### src/design/fmiq_pkg.sv
// fmiq_pkg: shared types, constants and the sine table builder for the FM I/Q modulator.
// Used by every module of the block; depends on nothing.

package fmiq_pkg;

    // widths of the stream fields and registers
    localparam int SAMPLE_W = 18;
    localparam int GAIN_W   = 24;
    localparam int AMP_W    = 7;
    localparam int COUNT_W  = 7;
    localparam int PHASE_W  = 32;
    localparam int IQ_W     = 8;
    localparam int ROM_W    = 16;
    localparam int CFG_W    = 24;
    localparam int CFG_IDX_W = 2;

    // repeat limit and quarter-wave table size
    localparam int MAX_INTERP      = 64;
    localparam int TABLE_ADDR_BITS = 10;
    localparam int TABLE_STEPS     = 1 << TABLE_ADDR_BITS;
    localparam int ROM_ADDR_W      = TABLE_ADDR_BITS + 1;

    // command queue between front and back
    localparam int QUEUE_DEPTH = 2;
    localparam int QPTR_W      = $clog2(QUEUE_DEPTH);
    localparam int QLEVEL_W    = $clog2(QUEUE_DEPTH + 1);

    // full-scale audio in Q2.15
    localparam logic signed [SAMPLE_W-1:0] SAMPLE_POS_LIMIT = SAMPLE_W'(32768);
    localparam logic signed [SAMPLE_W-1:0] SAMPLE_NEG_LIMIT = -SAMPLE_W'(32768);

    // register reset values
    localparam logic [GAIN_W-1:0]  PHASE_GAIN_RST   = GAIN_W'(3758096);
    localparam logic [AMP_W-1:0]   AMPLITUDE_RST    = AMP_W'(100);
    localparam logic [COUNT_W-1:0] INTERP_RATIO_RST = COUNT_W'(50);

    // pi/2 in Q30
    localparam logic [63:0] PI_HALF_Q30 = 64'd1686629713;
    localparam logic [63:0] Q30_ONE     = 64'd1 << 30;

    typedef enum logic [1:0] {
        REQ_START   = 2'd0,
        REQ_SILENCE = 2'd1,
        REQ_AUDIO   = 2'd2
    } req_type_t;

    typedef enum logic [CFG_IDX_W-1:0] {
        CFG_PHASE_GAIN   = 2'd0,
        CFG_AMPLITUDE    = 2'd1,
        CFG_INTERP_RATIO = 2'd2
    } cfg_index_t;

    typedef enum logic {
        CMD_START = 1'b0,
        CMD_EMIT  = 1'b1
    } cmd_kind_t;

    // one classified request, as queued for the back end
    typedef struct packed {
        cmd_kind_t          kind;
        logic [PHASE_W-1:0] step;
        logic [COUNT_W-1:0] count;
    } cmd_t;

    // sequencer state seen by the top level
    typedef struct packed {
        logic [PHASE_W-1:0] phase;
        logic [COUNT_W-1:0] remain;
    } back_status_t;

    typedef logic [ROM_W-1:0] rom_t [0:TABLE_STEPS];

    // unsigned quotient by shift and subtract, for the table builder
    function automatic logic [63:0] udiv64(input logic [63:0] num, input logic [63:0] den);
        logic [63:0] quot;
        logic [64:0] rem;
        int          b;
        quot = '0;
        rem  = '0;
        for (b = 63; b >= 0; b--)
        begin
            rem = {rem[63:0], num[b]};
            if (rem >= {1'b0, den})
            begin
                rem     = rem - {1'b0, den};
                quot[b] = 1'b1;
            end
        end
        return quot;
    endfunction

    // sin(pi/2 * k / TABLE_STEPS) in Q15 via a Q30 Taylor series, rounded half up
    function automatic logic [ROM_W-1:0] rom_entry(input int unsigned k);
        logic [63:0]        x;
        logic [63:0]        x2;
        logic [63:0]        term;
        logic [63:0]        divisor;
        logic signed [63:0] sum;
        logic [63:0]        r;
        int unsigned        n;
        x    = (PI_HALF_Q30 * 64'(k)) >> TABLE_ADDR_BITS;
        x2   = (x * x) >> 30;
        term = x;
        sum  = signed'(x);
        for (n = 1; n < 12; n++)
        begin
            term    = (term * x2) >> 30;
            divisor = 64'(2 * n) * 64'(2 * n + 1);
            term    = udiv64(term, divisor);
            if (n[0])
                sum = sum - signed'(term);
            else
                sum = sum + signed'(term);
        end
        if (sum < 0)
            sum = 64'sd0;
        if (unsigned'(sum) > Q30_ONE)
            sum = signed'(Q30_ONE);
        r = (unsigned'(sum) + 64'd16384) >> 15;
        return r[ROM_W-1:0];
    endfunction

    function automatic rom_t build_sine_rom();
        rom_t        rom;
        int unsigned k;
        for (k = 0; k <= TABLE_STEPS; k++)
        begin
            rom[k] = rom_entry(k);
        end
        return rom;
    endfunction

endpackage

### src/design/fmiq_front.sv
// fmiq_front: takes requests off the input stream, clamps audio, works out the phase step
// and the repeat count, and queues one command per known request. Depends on fmiq_pkg.

module fmiq_front
(
    input  logic                               s_tvalid,
    output logic                               s_tready,
    input  logic [23:0]                        s_tdata,   // [17:0] audio_sample
    input  logic [1:0]                         s_tuser,   // [1:0] req_type
    input  logic [fmiq_pkg::GAIN_W-1:0]        phase_gain,
    input  logic [fmiq_pkg::COUNT_W-1:0]       interp_ratio,
    input  logic                               q_full,
    output logic                               q_push,
    output fmiq_pkg::cmd_t                     q_entry
);

    logic signed [fmiq_pkg::SAMPLE_W-1:0]                      sample_raw;
    logic signed [fmiq_pkg::SAMPLE_W-1:0]                      sample_clamped;
    logic signed [fmiq_pkg::GAIN_W+fmiq_pkg::SAMPLE_W:0]       product;
    logic signed [fmiq_pkg::GAIN_W+fmiq_pkg::SAMPLE_W:0]       product_shr;
    logic [fmiq_pkg::COUNT_W-1:0]                              count;
    logic                                                      known;

    // clamp to +/- full scale
    always_comb
    begin
        sample_raw = signed'(s_tdata[fmiq_pkg::SAMPLE_W-1:0]);
        if (sample_raw > fmiq_pkg::SAMPLE_POS_LIMIT)
            sample_clamped = fmiq_pkg::SAMPLE_POS_LIMIT;
        else if (sample_raw < fmiq_pkg::SAMPLE_NEG_LIMIT)
            sample_clamped = fmiq_pkg::SAMPLE_NEG_LIMIT;
        else
            sample_clamped = sample_raw;
    end

    // phase step: floor(gain * sample / 2^15), kept modulo 2^32
    assign product     = signed'({1'b0, phase_gain}) * sample_clamped;
    assign product_shr = product >>> 15;

    // repeat count: zero counts as one, capped at the interpolation limit
    always_comb
    begin
        if (interp_ratio == '0)
            count = fmiq_pkg::COUNT_W'(1);
        else if (interp_ratio > fmiq_pkg::COUNT_W'(fmiq_pkg::MAX_INTERP))
            count = fmiq_pkg::COUNT_W'(fmiq_pkg::MAX_INTERP);
        else
            count = interp_ratio;
    end

    // classify the request
    always_comb
    begin
        known         = 1'b1;
        q_entry.kind  = fmiq_pkg::CMD_EMIT;
        q_entry.step  = '0;
        q_entry.count = fmiq_pkg::COUNT_W'(1);
        case (fmiq_pkg::req_type_t'(s_tuser))
            fmiq_pkg::REQ_START:
            begin
                q_entry.kind = fmiq_pkg::CMD_START;
            end
            fmiq_pkg::REQ_SILENCE:
            begin
                q_entry.kind = fmiq_pkg::CMD_EMIT;
            end
            fmiq_pkg::REQ_AUDIO:
            begin
                q_entry.step  = product_shr[fmiq_pkg::PHASE_W-1:0];
                q_entry.count = count;
            end
            default:
            begin
                // unknown type: taken and dropped
                known = 1'b0;
            end
        endcase
    end

    assign s_tready = !q_full;
    assign q_push   = s_tvalid && !q_full && known;

endmodule

### config.mk
export PLATFORM = sky130hd
export DESIGN_NAME = fmiq_front
export DESIGN_NICKNAME = d
export VERILOG_FILES = /design/src/design/fmiq_pkg.sv /design/src/design/fmiq_front.sv
export SDC_FILE = /design/constraint.sdc
export NUM_CORES = 1
export LEC_CHECK = 0
export ABC_AREA = 1
export BUFFER_PORTS_ARGS = -buffer_cell sky130_fd_sc_hd__buf_2
export CORE_ASPECT_RATIO = 1.2
export CORE_MARGIN = 2
export CORE_UTILIZATION = 45
export DETAILED_ROUTE_END_ITERATION = 8
export GPL_ROUTABILITY_DRIVEN = 1
export GPL_TIMING_DRIVEN = 0
export REMOVE_ABC_BUFFERS = 1
export SYNTH_ARGS = -nofsm -noshare
export SYNTH_HDL_FRONTEND = slang
export SYNTH_SLANG_ARGS = --single-unit
### constraint.sdc
create_clock -name vclk -period 11.17
set_input_delay 0.5585 -clock vclk [all_inputs]
set_output_delay 0.5585 -clock vclk [all_outputs]
set_load 0.03 [all_outputs]
==> run_results.csv, run 1 <==
group,metric,value,unit
run_status,status,"finished clean",
clock_tree,post_cts_buffers,0,
sta,slew_headroom,0.115,
critical_path,startpoint,"s_tdata[17]",
grt,antenna_found_initial,0,
final_layout,final_util,0.480,
place,post-dp-hpwl,36700,µm
power_and_ir_drop,power_density,217,nW/µm²
grt,track_usage,0.263,
power_and_ir_drop,peakVddDrop,0.242,mV
route,detail_route.wl_per_cell,18.0,µm
final_layout,ff_latch_area,0,µm²
place,placed_cell_area,15500,µm²
die,rows,72,
grt,grt_pass1_wl,70300,µm
route,antenna_left,0,
synthesis,ys_seq_area_frac,0,
die,start_util,0.457,
critical_path,cp.arrival,8.72,ns
final_layout,drive_gt1_frac,0.0646,
final_layout,syn2layout_area_growth,4.96,%
final_layout,clock_buffers,0,
critical_path,crit_type,"in -> out",
hold_path,hold_depth,3,
route,drc_errors,0,
clock_tree,ctsResizeCount,0,
die,die_area,34200,µm²
die,coreArea,32300,µm²
sta,final.period_utilization,0.830,
route,vias,12300,
die,die_w,169,µm
synthesis,syn-mean-instance-area,7.51,µm²
synthesis,yosys_warnings,0,
die,io_pins,101,
sta,rsz0062_at_grt,"no",
route,wl,43100,µm
final_layout,seq_cell_count,0,
hold_path,min_to,"s_tready",
hold_path,min_path_type,"in -> out",
synthesis,netlist_instances,1965,
place,place_congestion,0.932,
synthesis,yosysUniqueCellTypes,38,
place,io_buffers,95,
sta,slew_viol_final,0,
critical_path,worst_setup_path_start_kind,"primary input",
critical_path,worstPathMaxFanout,27,
die,die_y,202,µm
route,vias_per_cell,5.13,
final_layout,nNetsFinal,2549,
power_and_ir_drop,p_leak,8.54,nW
sta,layout_min_cycle_time,9.28,ns
sta,setup_violations,0,
hold_path,hold_start,"q_full",
synthesis,syn-cell-area,14800,µm²
final_layout,fillers,3327,
sta,finalSetupTns,0,ns
grt,overflow,0,
sta,fmax,108,MHz
critical_path,worstSetupEndpointType,"output pin",
job,maxCapViolCount,0,
final_layout,n_antenna_cell,0,
final_layout,multi_input_area,12300,µm²
clock_tree,cts_hold_buf,0,
final_layout,design_area,15500,µm²
sta,finalHoldViolCount,0,
grt,grt_pass1_vias,13100,
route,dr.first_iter.drc_count,867,
grt,grt_max_degree,28,
route,dr.pass1.iters,7,
sta,worstMarginPinSlew,1.32,ns
critical_path,critPathRequiredTime,10.61,ns
-- critical path, stage by stage --
cell and delay, ns:
buf_2 0.52, nand3_1 0.17, ha_1 0.36, nor2_4 0.39
nand2_1 0.58, inv_1 0.70, nand2_1 0.17, fa_1 0.57
inv_1 0.06, fa_1 0.55, fa_1 0.43, fa_1 0.46
fa_1 0.50, inv_1 0.05, fa_1 0.58, inv_1 0.07
ha_1 0.37, a21oi_1 0.36, o21a_1 0.17, inv_1 0.05
a21oi_1 0.17, inv_1 0.06, a221oi_1 0.25, and2_4 0.20
nor2_1 0.04, nor2_1 0.08, buf_2 0.20
-- cells in the mapped netlist, drive strengths merged --
library cell  number  area share
inv              564        0.14
nand2            415        0.11
fa               351        0.48
nor2             235       0.060
ha               141        0.12
a21oi             76       0.026
o21ai             38       0.013
clkbuf            37      0.0094
buf               30       0.011
nand3             19      0.0068
nor3              12      0.0041
clkinv            10      0.0027
o21a               6      0.0031
nand4              5      0.0021
xnor2              5      0.0030
a31oi              4      0.0017
and3               3      0.0013
a211oi             2      0.0010
a21o               2      0.0010
o211ai             2      0.0010
xor2               2      0.0012
a21boi             1     0.00051
a221oi             1     0.00059
and2               1     0.00059
nor3b              1     0.00085
o31ai              1     0.00051
or2                1     0.00042
-- cells in the final DEF, fill, tap and decap left out, types with 2 or more instances in the layout --
| cell | netlist | layout |
|---|---|---|
| a211oi_1 | 2 | 2 |
| nand2_2 | 12 | 12 |
| fa_1 | 351 | 351 |
| inv_2 | 7 | 7 |
| xor2_1 | 2 | 2 |
| and3_1 | 3 | 3 |
| buf_8 | 0 | 3 |
| nor3_1 | 12 | 12 |
| o21a_1 | 6 | 6 |
| clkinv_1 | 8 | 8 |
| a31oi_1 | 4 | 4 |
| nand2_1 | 402 | 402 |
| a21o_1 | 2 | 2 |
| nor2_2 | 0 | 3 |
| o21ai_0 | 36 | 36 |
| inv_1 | 557 | 557 |
| clkinv_2 | 2 | 2 |
| a21oi_1 | 76 | 76 |
| ha_1 | 141 | 141 |
| xnor2_1 | 5 | 5 |
| o211ai_1 | 2 | 2 |
| nand3_1 | 18 | 18 |
| buf_2 | 22 | 95 |
| nand4_1 | 5 | 5 |
| nor2_1 | 234 | 231 |
-- cell families after synthesis --
| kind of cell | count (synthesis) | share of synthesized area |
|---|---|---|
| XOR/XNOR | 7 | 0.00416 |
| buffers and inverters | 641 | 0.167 |
| AO/OA/AOI/OAI | 133 | 0.0483 |
| AND/OR/NAND/NOR | 692 | 0.185 |
| adder cells (fa/ha/maj) | 492 | 0.596 |
-- metal layers --
metal  GRT usage  part of all wire  up-vias
li1            -                 -     5657
met1       0.343              0.39     6180
met2       0.484              0.52      421
met3      0.0157             0.059       69
met4      0.0534             0.025        0
met5           0                 0        -
-- stage by stage --
step / hold slack, ns / setup slack [ns] / total power, mW / instances
after detailed placement: 1.40 / 1.94 / 3.34 / 2403
after floorplan: 1.23 / 2.31 / 2.22 / 1898
after CTS: 1.40 / 1.95 / 3.37 / 2403
after global routing: 1.41 / 1.49 / 3.75 / 2403
after global placement: 1.39 / 1.61 / 3.33 / 2400
final: 1.39 / 1.89 / 3.35 / 2403
-- layout make-up --
type                            instances  share of cell area
Tap cell                              407              0.0329
Timing Repair Buffer                   98              0.0336
Inverter                              574               0.139
Multi-Input combinational cell       1324               0.794
-- where the power goes --
group | internal (mW) | leakage, nW | switching [mW]
Combinational | 1.09 | 8.54 | 2.26
Sequential | 0 | 0 | 0
Clock | 0 | 0 | 0
Total | 1.09 | 8.54 | 2.26
-- worst max-delay path by stage --
stage / to / slack (ns) / cells after the start
after floorplan: q_entry[34] / 2.31 / 30
after global placement: q_entry[31] / 1.61 / 29
after detailed placement: q_entry[36] / 1.94 / 27
after CTS: q_entry[36] / 1.95 / 27
after global routing: q_entry[27] / 1.49 / 27
final: q_entry[27] / 1.89 / 27
(Power assumes the default switching activity.)
==> run 2, diff against run 1 <==
Settings changed: ABC_AREA 1 to 0.
Clock period 11.17 ns to 7.5 ns, I/O delays scaled along.
==> run_results.csv, run 2 <==
group,metric,value,unit
run_status,status,"complete, but fails checks",
run_status,violations,"negative setup slack",
critical_path,crit_slowest_cell,"fa_1",
synthesis,synth-compound-area-share,0.0550,
final_layout,layout_commonest_cell,"inv_1",
synthesis,synth_common_cells,"inv_1, fa_1, nand2_1",
synthesis,yosysMostFrequentCell,"inv_1",
synthesis,synth_largest_area_cell,"fa_1",
final_layout,multi_input_area,13600,µm²
hold_path,min_to,"s_tready",
route,drc_errors,0,
power_and_ir_drop,peakVddDrop,0.415,mV
synthesis,netlist_instances,1780,
synthesis,synth_xor_area_frac,0.0118,
die,start_util,0.457,
sta,slew_viol_final,0,
synthesis,synth-adder-area-share,0.594,
critical_path,worst_setup_path_start_kind,"primary input",
sta,finalWorstSetupSlack,-0.638,ns
power_and_ir_drop,finalPower,6.57,mW
final_layout,drive_gt1_frac,0.188,
sta,setup_violations,23,
final_layout,ff_latch_area,0,µm²
critical_path,crit_top_cell,"fa_1",
grt,track_usage,0.267,
place,place_congestion,0.908,
job,maxCapViolCount,0,
critical_path,critical_path.max_stage_delay,0.60,ns
die,rows,72,
grt,overflow,0,
sta,finalHoldViolCount,0,
sta,final.period_utilization,1.09,
route,vias_per_cell,5.47,
final_layout,seq_cell_count,0,
die,die_w,170,µm
grt,antenna_found_initial,2,
hold_path,hold_depth,3,
route,detail_route.wl_per_cell,19.6,µm
route,wl,44900,µm
place,dp.cells,2186,
sta,layout_min_cycle_time,8.14,ns
critical_path,worstSetupEndpointType,"output pin",
sta,finalSetupTns,-9.13,ns
sta,slew_headroom,0.192,
grt,grt_pass1_wl,71100,µm
synthesis,syn-cell-area,14800,µm²
place,placed_cell_area,15500,µm²
die,die_area,34300,µm²
power_and_ir_drop,power_density,373,nW/µm²
die,io_pins,101,
synthesis,synth_top_family_by_area,"adder cells",
final_layout,clock_buffers,0,
synthesis,synth.area.mux_share,0.000677,
hold_path,min_path_type,"in -> out",
clock_tree,cts_hold_buf,0,
final_layout,final_util,0.545,
sta,hold_ws,1.03,ns
die,coreArea,32300,µm²
critical_path,crit_type,"in -> out",
final_layout,syn2layout_area_growth,19.1,%
final_layout,final_cells,2285,
synthesis,yosys-top-cells-area,"fa_1, ha_1, inv_1",
final_layout,nNetsFinal,2431,
power_and_ir_drop,p_leak,9.07,nW
grt,grt_max_degree,28,
synthesis,yosysUniqueCellTypes,57,
hold_path,hold_start,"q_full",
grt,grt_pass1_vias,13500,
synthesis,yosys_warnings,0,
final_layout,n_antenna_cell,0,
place,pre_cts_ws,-2.82,ns
route,vias,12500,
synthesis,syn-mean-instance-area,8.31,µm²
final_layout,design_area,17600,µm²
sta,worstMarginPinSlew,1.21,ns
final_layout,final_cell_mix,"inv_1, fa_1, nand2_1",
critical_path,cp.arrival,7.76,ns
synthesis,yosysTopAreaCellShare,0.475,
die,die_y,203,µm
place,post-dp-hpwl,32400,µm
route,dr.pass1.iters,5,
final_layout,fillers,3037,
place,io_buffers,95,
sta,fmax,123,MHz
sta,rsz0062_at_grt,"yes",
route,dr.first_iter.drc_count,783,
synthesis,ys_seq_area_frac,0,
route,antenna_left,0,
critical_path,worstPathMaxFanout,12,
critical_path,critPathRequiredTime,7.12,ns
synthesis,synthSimpleGateAreaFrac,0.196,
## run 2: changes by cell type in the layout (fill, tap and decap cells not counted), moves of 22 or more
cell     change
a21oi_1     -53
and2_1      +46
and3_1     +119
buf_2       -37
buf_4       +86
buf_6       +24
ha_1        -26
ha_4        +25
inv_1      -125
nand2_1    -139
nor2_1     -184
o21ai_0     -22
## run 2: worst max-delay path by stage
stage	from	end	slack (ns)	depth (start not counted)
2_1_floorplan	s_tdata[2]	q_entry[34]	-5.73	24
3_3_place_gp	s_tdata[13]	q_entry[34]	-7.01	26
3_5_place_dp	s_tdata[13]	q_entry[35]	-2.82	27
4_1_cts	s_tdata[10]	q_entry[32]	-0.48	25
5_1_grt	s_tdata[1]	q_entry[38]	-0.92	34
6_report	s_tdata[1]	q_entry[36]	-0.64	32
## run 2: cells by family after synthesis
logic type      Yosys count
xor+xnor                 20
buf+inv                 553
fa+ha+maj               492
compound gates          121
simple gates            593
mux                       1
## run 2: final cells by class
class / instances / share of cell area
tap: 407 / 0.0289
inverter: 452 / 0.0963
multi-input combinational: 1232 / 0.772
timing repair buffer: 194 / 0.103
## run 2: what timing repair did
item,CTS,global route
resized for setup,250,52
endpoints found under the setup margin,32,31
pin swaps,103,57
buffers inserted,71,19
cloned,10,0
## run 2: worst max-delay path: cells and delay by family
kind,cells,cell delay (ns)
and+or+nand+nor,7,1.16
AOI/OAI and AO/OA,7,1.44
buffers and inverters,11,1.34
adders and majority gates,7,3.39
## run 2: routing by layer
metal,GRT usage,up-vias,share of wire
met5,0,-,0.00022
met4,0.0922,2,0.044
met3,0.0131,105,0.054
met2,0.496,427,0.53
met1,0.330,6452,0.38
li1,-,5518,-
## run 2: where the power goes
group          internal (mW)  switching (mW)
clock network              0               0
registers                  0               0
logic                   2.86            3.71
total                   2.86            3.71
