`src/design/fmiq_pkg.sv`:
```
// fmiq_pkg: shared types, constants and the sine table builder for the FM I/Q modulator.
// Used by every module of the block; depends on nothing.

package fmiq_pkg;

    // widths of the stream fields and registers
    localparam int SAMPLE_W = 18;
    localparam int GAIN_W   = 24;
    localparam int AMP_W    = 7;
    localparam int COUNT_W  = 7;
    localparam int PHASE_W  = 32;
    localparam int IQ_W     = 8;
    localparam int ROM_W    = 16;
    localparam int CFG_W    = 24;
    localparam int CFG_IDX_W = 2;

    // repeat limit and quarter-wave table size
    localparam int MAX_INTERP      = 64;
    localparam int TABLE_ADDR_BITS = 10;
    localparam int TABLE_STEPS     = 1 << TABLE_ADDR_BITS;
    localparam int ROM_ADDR_W      = TABLE_ADDR_BITS + 1;

    // command queue between front and back
    localparam int QUEUE_DEPTH = 2;
    localparam int QPTR_W      = $clog2(QUEUE_DEPTH);
    localparam int QLEVEL_W    = $clog2(QUEUE_DEPTH + 1);

    // full-scale audio in Q2.15
    localparam logic signed [SAMPLE_W-1:0] SAMPLE_POS_LIMIT = SAMPLE_W'(32768);
    localparam logic signed [SAMPLE_W-1:0] SAMPLE_NEG_LIMIT = -SAMPLE_W'(32768);

    // register reset values
    localparam logic [GAIN_W-1:0]  PHASE_GAIN_RST   = GAIN_W'(3758096);
    localparam logic [AMP_W-1:0]   AMPLITUDE_RST    = AMP_W'(100);
    localparam logic [COUNT_W-1:0] INTERP_RATIO_RST = COUNT_W'(50);

    // pi/2 in Q30
    localparam logic [63:0] PI_HALF_Q30 = 64'd1686629713;
    localparam logic [63:0] Q30_ONE     = 64'd1 << 30;

    typedef enum logic [1:0] {
        REQ_START   = 2'd0,
        REQ_SILENCE = 2'd1,
        REQ_AUDIO   = 2'd2
    } req_type_t;

    typedef enum logic [CFG_IDX_W-1:0] {
        CFG_PHASE_GAIN   = 2'd0,
        CFG_AMPLITUDE    = 2'd1,
        CFG_INTERP_RATIO = 2'd2
    } cfg_index_t;

    typedef enum logic {
        CMD_START = 1'b0,
        CMD_EMIT  = 1'b1
    } cmd_kind_t;

    // one classified request, as queued for the back end
    typedef struct packed {
        cmd_kind_t          kind;
        logic [PHASE_W-1:0] step;
        logic [COUNT_W-1:0] count;
    } cmd_t;

    // sequencer state seen by the top level
    typedef struct packed {
        logic [PHASE_W-1:0] phase;
        logic [COUNT_W-1:0] remain;
    } back_status_t;

    typedef logic [ROM_W-1:0] rom_t [0:TABLE_STEPS];

    // unsigned quotient by shift and subtract, for the table builder
    function automatic logic [63:0] udiv64(input logic [63:0] num, input logic [63:0] den);
        logic [63:0] quot;
        logic [64:0] rem;
        int          b;
        quot = '0;
        rem  = '0;
        for (b = 63; b >= 0; b--)
        begin
            rem = {rem[63:0], num[b]};
            if (rem >= {1'b0, den})
            begin
                rem     = rem - {1'b0, den};
                quot[b] = 1'b1;
            end
        end
        return quot;
    endfunction

    // sin(pi/2 * k / TABLE_STEPS) in Q15 via a Q30 Taylor series, rounded half up
    function automatic logic [ROM_W-1:0] rom_entry(input int unsigned k);
        logic [63:0]        x;
        logic [63:0]        x2;
        logic [63:0]        term;
        logic [63:0]        divisor;
        logic signed [63:0] sum;
        logic [63:0]        r;
        int unsigned        n;
        x    = (PI_HALF_Q30 * 64'(k)) >> TABLE_ADDR_BITS;
        x2   = (x * x) >> 30;
        term = x;
        sum  = signed'(x);
        for (n = 1; n < 12; n++)
        begin
            term    = (term * x2) >> 30;
            divisor = 64'(2 * n) * 64'(2 * n + 1);
            term    = udiv64(term, divisor);
            if (n[0])
                sum = sum - signed'(term);
            else
                sum = sum + signed'(term);
        end
        if (sum < 0)
            sum = 64'sd0;
        if (unsigned'(sum) > Q30_ONE)
            sum = signed'(Q30_ONE);
        r = (unsigned'(sum) + 64'd16384) >> 15;
        return r[ROM_W-1:0];
    endfunction

    function automatic rom_t build_sine_rom();
        rom_t        rom;
        int unsigned k;
        for (k = 0; k <= TABLE_STEPS; k++)
        begin
            rom[k] = rom_entry(k);
        end
        return rom;
    endfunction

endpackage

```
`src/design/fmiq_queue.sv`:
```
// fmiq_queue: short command queue between the front and back ends.
// Depends on fmiq_pkg.

module fmiq_queue
(
    input  logic                              clk,
    input  logic                              rst_n,
    input  logic                              push,
    input  fmiq_pkg::cmd_t                    entry_in,
    input  logic                              pop,
    output logic                              full,
    output logic                              not_empty,
    output fmiq_pkg::cmd_t                    entry_out,
    output logic [fmiq_pkg::QLEVEL_W-1:0]     level
);

    fmiq_pkg::cmd_t                   slots [0:fmiq_pkg::QUEUE_DEPTH-1];
    logic [fmiq_pkg::QPTR_W-1:0]      wr_ptr_reg;
    logic [fmiq_pkg::QPTR_W-1:0]      wr_ptr_next;
    logic [fmiq_pkg::QPTR_W-1:0]      rd_ptr_reg;
    logic [fmiq_pkg::QPTR_W-1:0]      rd_ptr_next;
    logic [fmiq_pkg::QLEVEL_W-1:0]    level_reg;
    logic [fmiq_pkg::QLEVEL_W-1:0]    level_next;
    logic                             do_push;
    logic                             do_pop;

    assign full      = (level_reg == fmiq_pkg::QLEVEL_W'(fmiq_pkg::QUEUE_DEPTH));
    assign not_empty = (level_reg != '0);
    assign level     = level_reg;
    assign entry_out = slots[rd_ptr_reg];
    assign do_push   = push && !full;
    assign do_pop    = pop && not_empty;

    // pointer and fill arithmetic
    always_comb
    begin
        wr_ptr_next = wr_ptr_reg;
        rd_ptr_next = rd_ptr_reg;
        level_next  = level_reg;
        if (do_push)
            wr_ptr_next = wr_ptr_reg + 1'b1;
        if (do_pop)
            rd_ptr_next = rd_ptr_reg + 1'b1;
        if (do_push && !do_pop)
            level_next = level_reg + 1'b1;
        else if (do_pop && !do_push)
            level_next = level_reg - 1'b1;
    end

    always_ff @(posedge clk or negedge rst_n)
    begin
        if (!rst_n)
        begin
            wr_ptr_reg <= '0;
            rd_ptr_reg <= '0;
            level_reg  <= '0;
        end
        else
        begin
            wr_ptr_reg <= wr_ptr_next;
            rd_ptr_reg <= rd_ptr_next;
            level_reg  <= level_next;
        end
    end

    // storage
    always_ff @(posedge clk)
    begin
        if (do_push)
            slots[wr_ptr_reg] <= entry_in;
    end

endmodule

```
`config.mk`:
```
export PLATFORM = sky130hd
export DESIGN_NAME = fmiq_queue
export DESIGN_NICKNAME = d
export VERILOG_FILES = /design/src/design/fmiq_pkg.sv /design/src/design/fmiq_queue.sv
export SDC_FILE = /design/constraint.sdc
export NUM_CORES = 1
export LEC_CHECK = 0
export BUFFER_PORTS_ARGS = -buffer_cell sky130_fd_sc_hd__buf_4
export CAP_MARGIN = 20
export CORE_MARGIN = 1.5
export CORE_UTILIZATION = 40
export CTS_CLUSTER_DIAMETER = 80
export DETAILED_ROUTE_END_ITERATION = 10
export PLACE_DENSITY = 0.63
export SETUP_SLACK_MARGIN = 0.1
export SKIP_LAST_GASP = 1
export SLEW_MARGIN = 20
export SYNTH_ARGS = -nofsm -noshare
export SYNTH_HDL_FRONTEND = slang
export SYNTH_SLANG_ARGS = --single-unit
```
`constraint.sdc`:
```
create_clock -name clk -period 6.2 [get_ports clk]
set_input_delay 0 -clock clk [delete_from_list [all_inputs] [get_ports clk]]
set_output_delay 0 -clock clk [all_outputs]
set_load 0.02 [all_outputs]
```
==> results of run 1 <==
[timing repair]
item                                   CTS  global route
endpoints found under the hold margin   85             0
hold buffers                            43             0
setup endpoints to repair                0             0
[layout make-up]
cell class / instances / area (um2)
Tap cell: 102 / 127.6
Sequential cell: 84 / 2504
Fill cell: 598 / 3234
Clock inverter: 7 / 33.78
Multi-Input combinational cell: 53 / 698.2
Timing Repair Buffer: 132 / 1119
Clock buffer: 9 / 123.9
Inverter: 2 / 7.507
[routing by layer]
layer	share of wire [%]	up-vias
met4	1.5	0
met3	6.6	9
met2	46	64
met5	0	-
met1	46	817
li1	-	830
[cells by family after synthesis]
| family | count (synthesis) |
|---|---|
| flops | 84 |
| mux | 40 |
| buf+inv | 7 |
| simple gates | 7 |
| xor+xnor | 5 |
| fa+ha+maj | 1 |
[cells in the final DEF (no fill, tap or decap)]
cell,Yosys,layout
nand2b_1,1,1
dfrtp_2,0,1
nand2_2,1,1
inv_1,2,2
or2_1,1,1
dfrtp_1,4,3
and3_2,0,1
nor2_1,2,1
mux2_2,1,1
buf_16,0,1
dlygate4sd3_1,0,43
nor2_4,0,1
xor2_1,2,2
clkinvlp_4,0,1
nand2_1,1,1
clkinv_1,0,3
mux2_4,39,39
xnor2_1,3,3
buf_4,0,88
clkbuf_8,0,9
ha_1,1,1
clkinv_2,0,3
edfxtp_1,80,80
[power by group through the flow]
stage	logic, uW	clock network (uW)	registers [uW]
final	841	316	839
after global routing	890	352	853
after CTS	856	326	841
after detailed placement	831	0	854
after global placement	812	0	849
after floorplan	600	0	833
[through the flow]
step                      instance area [um2]  power, uW  worst slack (ns)
after global placement                   3998       1661             4.175
after floorplan                          3291       1433             3.300
final                                    4613       1995             4.115
after CTS                                4613       2023             4.058
after global routing                     4613       2096             3.990
after detailed placement                 4025       1685             4.324
[worst max-delay path: stages, from the launching register on]
cell,delay (ns)
dfrtp_2,0.63
buf_4,0.55
mux2_2,0.40
buf_4,0.16
[how the worst max path moves through the flow]
stage | from | end | depth (start not counted)
6_report | rd_ptr_reg | entry_out[18] | 3
4_1_cts | rd_ptr_reg | entry_out[18] | 3
5_1_grt | rd_ptr_reg | entry_out[18] | 3
3_5_place_dp | level[0] | slots[1][33] | 2
2_1_floorplan | level[0] | slots[0][0] | 3
3_3_place_gp | level[0] | slots[0][35] | 3
==> results_dict.tcl, run 1 <==
set metrics [dict create \
    status "finished, final reports clean" \
    initial_core_util_pct 41.93 \
    reg2reg_slack_ns 4.35 \
    cts-resized-gates 0 \
    avgViaCountPerCell 4.422 \
    intPower_uw 1345 \
    worstPathRequired_ns 6.20 \
    synth.most_common_cell "edfxtp_1" \
    cap_violations 0 \
    drtIter0Drc 52 \
    synth_mux_area_share_pct 18.14 \
    crit_fanout 29 \
    vias 1720 \
    syn_inst 144 \
    power_density_nw_per_um2 432.5 \
    grt_use_met2_pct 19.75 \
    whs_endpoint "wr_ptr_reg" \
    pwr-share-comb_pct 42.1 \
    synth_common_cells "80 x edfxtp_1, 39 x mux2_4, 4 x buf_12, 4 x dfrtp_1, 3 x xnor2_1" \
    yosysUniqueCellTypes 16 \
    yosysSeqAreaShare_pct 76.05 \
    nets 327 \
    power_frac_seq_pct 42.0 \
    clock-sinks 84 \
    coreArea_um2 7848 \
    clock_latency_ns 0.33 \
    max-slew-margin-rel_pct 34.13 \
    synth_ff_type "edfxtp_1" \
    synth.top_cell.area_share_pct 73.00 \
    cts_buffer_depth 2 \
    netlist_area_um2 3291 \
    setup_viol_count_final 0 \
    power_switching_uw 650.7 \
    period_share_pct 33.64 \
    tns_ns 0 \
    whs_ns 0.04462 \
    grt_max_degree 41 \
    num_rows 32 \
    async_reset_ff_share_pct 4.762 \
    first_global_vias 1665 \
    synth_area_leaders "edfxtp_1 73%, mux2_4 18%, dfrtp_1 3.0%, buf_12 2.4%, xnor2_1 0.80%" \
    criticalPathCategory "reg2out" \
    grt-busiest-layer "met2" \
    wl_per_cell_um 14.05 \
    grt_pass1_wl_mm 8.114 \
    worstPathArrival_ns 2.09 \
    dp_cells 330 \
    track_usage_pct 12.70 \
    p_leak_uw 0.001867 \
    met3_usage_pct 4.126 \
    clk_pin_slew_ns 0.08 \
    end_kind "primary output" \
    hold_viol 0 \
    fin_cells 389 \
    wirelength_mm 5.464 \
    synth_top_family_by_area "multiplexers" \
    root_buffer "clkbuf_8" \
    synth_top_area_cell "edfxtp_1" \
    finalCriticalPeriod_ns 2.085 \
    startpoint_type "register" \
    post-cts-setup-buffers 0 \
    port_buffers 87 \
    pin_count 88 \
    p_clk_share_pct 15.8 \
    r2r_cells 2 \
    final_core_util_pct 58.79 \
    ant_nets 0 \
    cts_made_buffers 9 \
    place_congestion 0.6928 \
    finClkSkew_ns 0.004804 \
    synth-simple-area-share_pct 1.103 \
    fmax_mhz 479.5 \
    holdCritPathClass "in2reg" \
    ys_seq_elements 84 \
    r2r-end "slots[1][4]" \
    slew_violations 0 \
    largest_reg_flops 80 \
    hp-start "push" \
    r2r-start "level[0]" \
    grt_overflow 0 \
    synthAdderAreaFrac_pct 0.3802 \
    cts_tree "yes" \
    dpl.hpwl_mm 3.467 \
    first_pass_iters 4 \
    min_path_cells 3 \
    worst_ir_drop_vdd_v 0.0003259 \
    synth-xor-area-share_pct 1.331 \
    synth_edf_count 80 \
    post-route-drc-count 0 \
    h-tree-depth 3 \
    avgSynthCellArea_um2 22.85 \
    tightestPinTransition_ns 0.9881 \
    synth_compound_area_share_pct 0 \
    dieArea_um2 8780 \
    met1_usage_pct 16.46 \
    syn_to_final_growth_pct 40.19 \
    grt_antenna_before_repair 0 \
    die_w_um 93.70 \
    rsz0062_at_grt "no" \
    drive_gt1_share_pct 50.87 \
    num_antenna_cells 0 \
    yosysWarnings 0 \
    die_h_um 93.70 \
    switching_share_pct 32.61 \
    synth_nets 189 \
]
(Power assumes the default switching activity.)
==> run 2: changes to the inputs <==
- ABC_AREA: unset -> 1
- clock period: 6.2 -> 2.11 ns (I/O delays scaled with it)
==> run 2 against run 1 <==
  * Register-to-register slack got worse by 3.7 ns
  * Highest routed layer unchanged
  * Clock skew increased by 0.0022 ns
  * Final area is 8.0% higher
  * Final cell count rose by 26%
  * Largest cell class unchanged
  * Synthesized cell count up 67%
  * Routed wire length rose by 13%
  * Die area rose by 9.8%
  * Non-clock buffer count rose by 4
  * First-iteration DRC count rose by 48%
==> results_dict.tcl, run 2 <==
set metrics [dict create \
    criticalPathCategory "reg2out" \
    reg2reg_slack_ns 0.66 \
    tns_ns 0 \
    dpl.hpwl_mm 3.782 \
    num_rows 34 \
    placed_cell_area_um2 4342 \
    final_cell_area_um2 4982 \
    ant_nets 0 \
    grt_overflow 0 \
    grt_use_met2_pct 23.82 \
    post-cts-setup-buffers 0 \
    clock-sinks 84 \
    fin_cells 492 \
    pwr-share-comb_pct 45.2 \
    synth_top_family_by_area "simple AND/OR/NAND/NOR gates" \
    crit_family "buffers and inverters" \
    setup_viol_count_final 0 \
    synth_nets 286 \
    synth_compound_area_share_pct 0.1381 \
    crit_chain "inv_8, nand2_4, nand2_2, buf_4" \
    synth-simple-area-share_pct 25.85 \
    largest_reg_flops 80 \
    port_buffers 87 \
    h-tree-depth 3 \
    crit_fanout 41 \
    nets 424 \
    cpPeakStageDelay_ns 0.45 \
    first_pass_iters 4 \
    dp_cells 432 \
    synth_common_cells "80 x edfxtp_1, 48 x nand2_1, 43 x nand2_2, 40 x nand2_4, 5 x inv_1" \
    cts_buffer_depth 2 \
    synth_area_leaders "edfxtp_1 66%, nand2_4 12%, nand2_2 7.4%, nand2_1 5.0%, dfrtp_1 2.8%" \
    synth_mux_area_share_pct 0 \
    netlist_area_um2 3625 \
    tightestPinTransition_ns 0.5991 \
    crit_buf_inv 2 \
    grt_antenna_before_repair 0 \
    avgSynthCellArea_um2 15.04 \
    pre_cts_slack_ns 0.6437 \
    yosysSeqAreaShare_pct 69.04 \
    hold_buffers 44 \
    initial_core_util_pct 41.36 \
    synth.top_cell.area_share_pct 66.28 \
    async_reset_ff_share_pct 4.762 \
    setup_slack_ns 0.5523 \
    pin_count 88 \
    switching_share_pct 39.55 \
    num_antenna_cells 0 \
    dieArea_um2 9642 \
    end_kind "primary output" \
    grt_max_degree 42 \
    yosysUniqueCellTypes 20 \
    die_h_um 98.20 \
    synthAdderAreaFrac_pct 0.3452 \
    synth_top_area_cell "edfxtp_1" \
    syn_to_final_growth_pct 37.45 \
    worst_ir_drop_vdd_v 0.0008610 \
    wirelength_mm 6.154 \
    place_congestion 0.7303 \
    finClkSkew_ns 0.006970 \
    slew_violations 0 \
    first_global_vias 2126 \
    p_leak_uw 0.002128 \
    worstPathRequired_ns 2.11 \
    synth.most_common_cell "edfxtp_1" \
    power_frac_seq_pct 37.7 \
    holdCritPathClass "in2reg" \
    ys_seq_elements 84 \
    avgViaCountPerCell 4.264 \
    wl_per_cell_um 12.51 \
    die_w_um 98.20 \
    cp_num_cells 4 \
    r2r-start "level[1]" \
    drive_gt1_share_pct 51.82 \
    clk_pin_slew_ns 0.08 \
    root_buffer "clkbuf_8" \
    whs_ns 0.3763 \
    cp_slowest_cell "dfrtp_2" \
    finalCriticalPeriod_ns 1.558 \
    r2r-end "slots[1][24]" \
    p_clk_share_pct 17.1 \
    grt-busiest-layer "met2" \
    crit_end "entry_out[28]" \
    coreArea_um2 8763 \
    vias 2098 \
    layout_common_cells "92 x buf_4, 80 x edfxtp_1, 48 x nand2_1" \
    synth_ff_type "edfxtp_1" \
    power_density_nw_per_um2 1319 \
    drtIter0Drc 77 \
    period_share_pct 73.82 \
    r2r_cells 4 \
    worstPathArrival_ns 1.56 \
    intPower_uw 3974 \
    status "finished, final reports clean" \
    synth-xor-area-share_pct 0.2416 \
    grt_pass1_wl_mm 9.887 \
    synth_edf_count 80 \
    final_common_cell "buf_4" \
    startpoint_type "register" \
    fmax_mhz 642.0 \
    hold_viol 0 \
    met1_usage_pct 15.36 \
    yosysWarnings 0 \
    syn_inst 241 \
    max-slew-margin-rel_pct 60.06 \
    rsz0062_at_grt "no" \
    cp-startpoint "rd_ptr_reg" \
    cts_made_buffers 9 \
    cts_tree "yes" \
    cts-resized-gates 0 \
    power_switching_uw 2600 \
    cap_violations 0 \
    met3_usage_pct 4.009 \
    post-route-drc-count 0 \
    track_usage_pct 13.43 \
    clock_latency_ns 0.35 \
]
[run 2: area by class of cell]
cell class | instances | area (um2)
Clock buffer | 9 | 123.9
Clock inverter | 7 | 76.32
Fill cell | 714 | 3781
Inverter | 8 | 41.29
Multi-Input combinational cell | 140 | 970.9
Sequential cell | 84 | 2504
Tap cell | 108 | 135.1
Timing Repair Buffer | 136 | 1131
[run 2: cell families (layout without fill, tap and decap cells)]
logic type                 count (synthesis)  count (layout)
adders and majority gates                  1               1
AOI/OAI and AO/OA                          1               1
and+or+nand+nor                          137             137
buffers and inverters                     17             160
xor gates and xnor gates                   1               1
DFF                                       84              84
[run 2: power by group through the flow]
stage,Clock [uW],Sequential [uW],Combinational (uW)
final,1130,2480,2970
after global routing,1250,2510,3220
after CTS,1170,2480,3040
after detailed placement,0,2520,2970
after global placement,0,2510,2940
after floorplan,0,2510,2120
[run 2: how the worst min path moves through the flow]
| stage | startpoint | to | cells past startpoint |
|---|---|---|---|
| 2_1_floorplan | rst_n | level[0] | 0 |
| 3_3_place_gp | rst_n | level[1] | 1 |
| 3_5_place_dp | rst_n | level[1] | 1 |
| 4_1_cts | entry_in[37] | slots[0][37] | 2 |
| 5_1_grt | entry_in[29] | slots[0][29] | 2 |
| 6_report | entry_in[39] | slots[1][39] | 2 |
[run 2: per-stage QoR]
stage	util (%)	power, uW
final	56.85	6574
after global routing	56.85	6974
after CTS	56.85	6690
after detailed placement	49.54	5491
after global placement	49.54	5442
after floorplan	-	4633
[run 2: per-layer routing]
layer  up-vias  wire [um]  part of all wire, %
met5         -          0                    0
met3         9        341                  5.5
li1       1074          -                    -
met4         0         74                  1.2
met2        61       3178                   52
met1       954       2560                   42
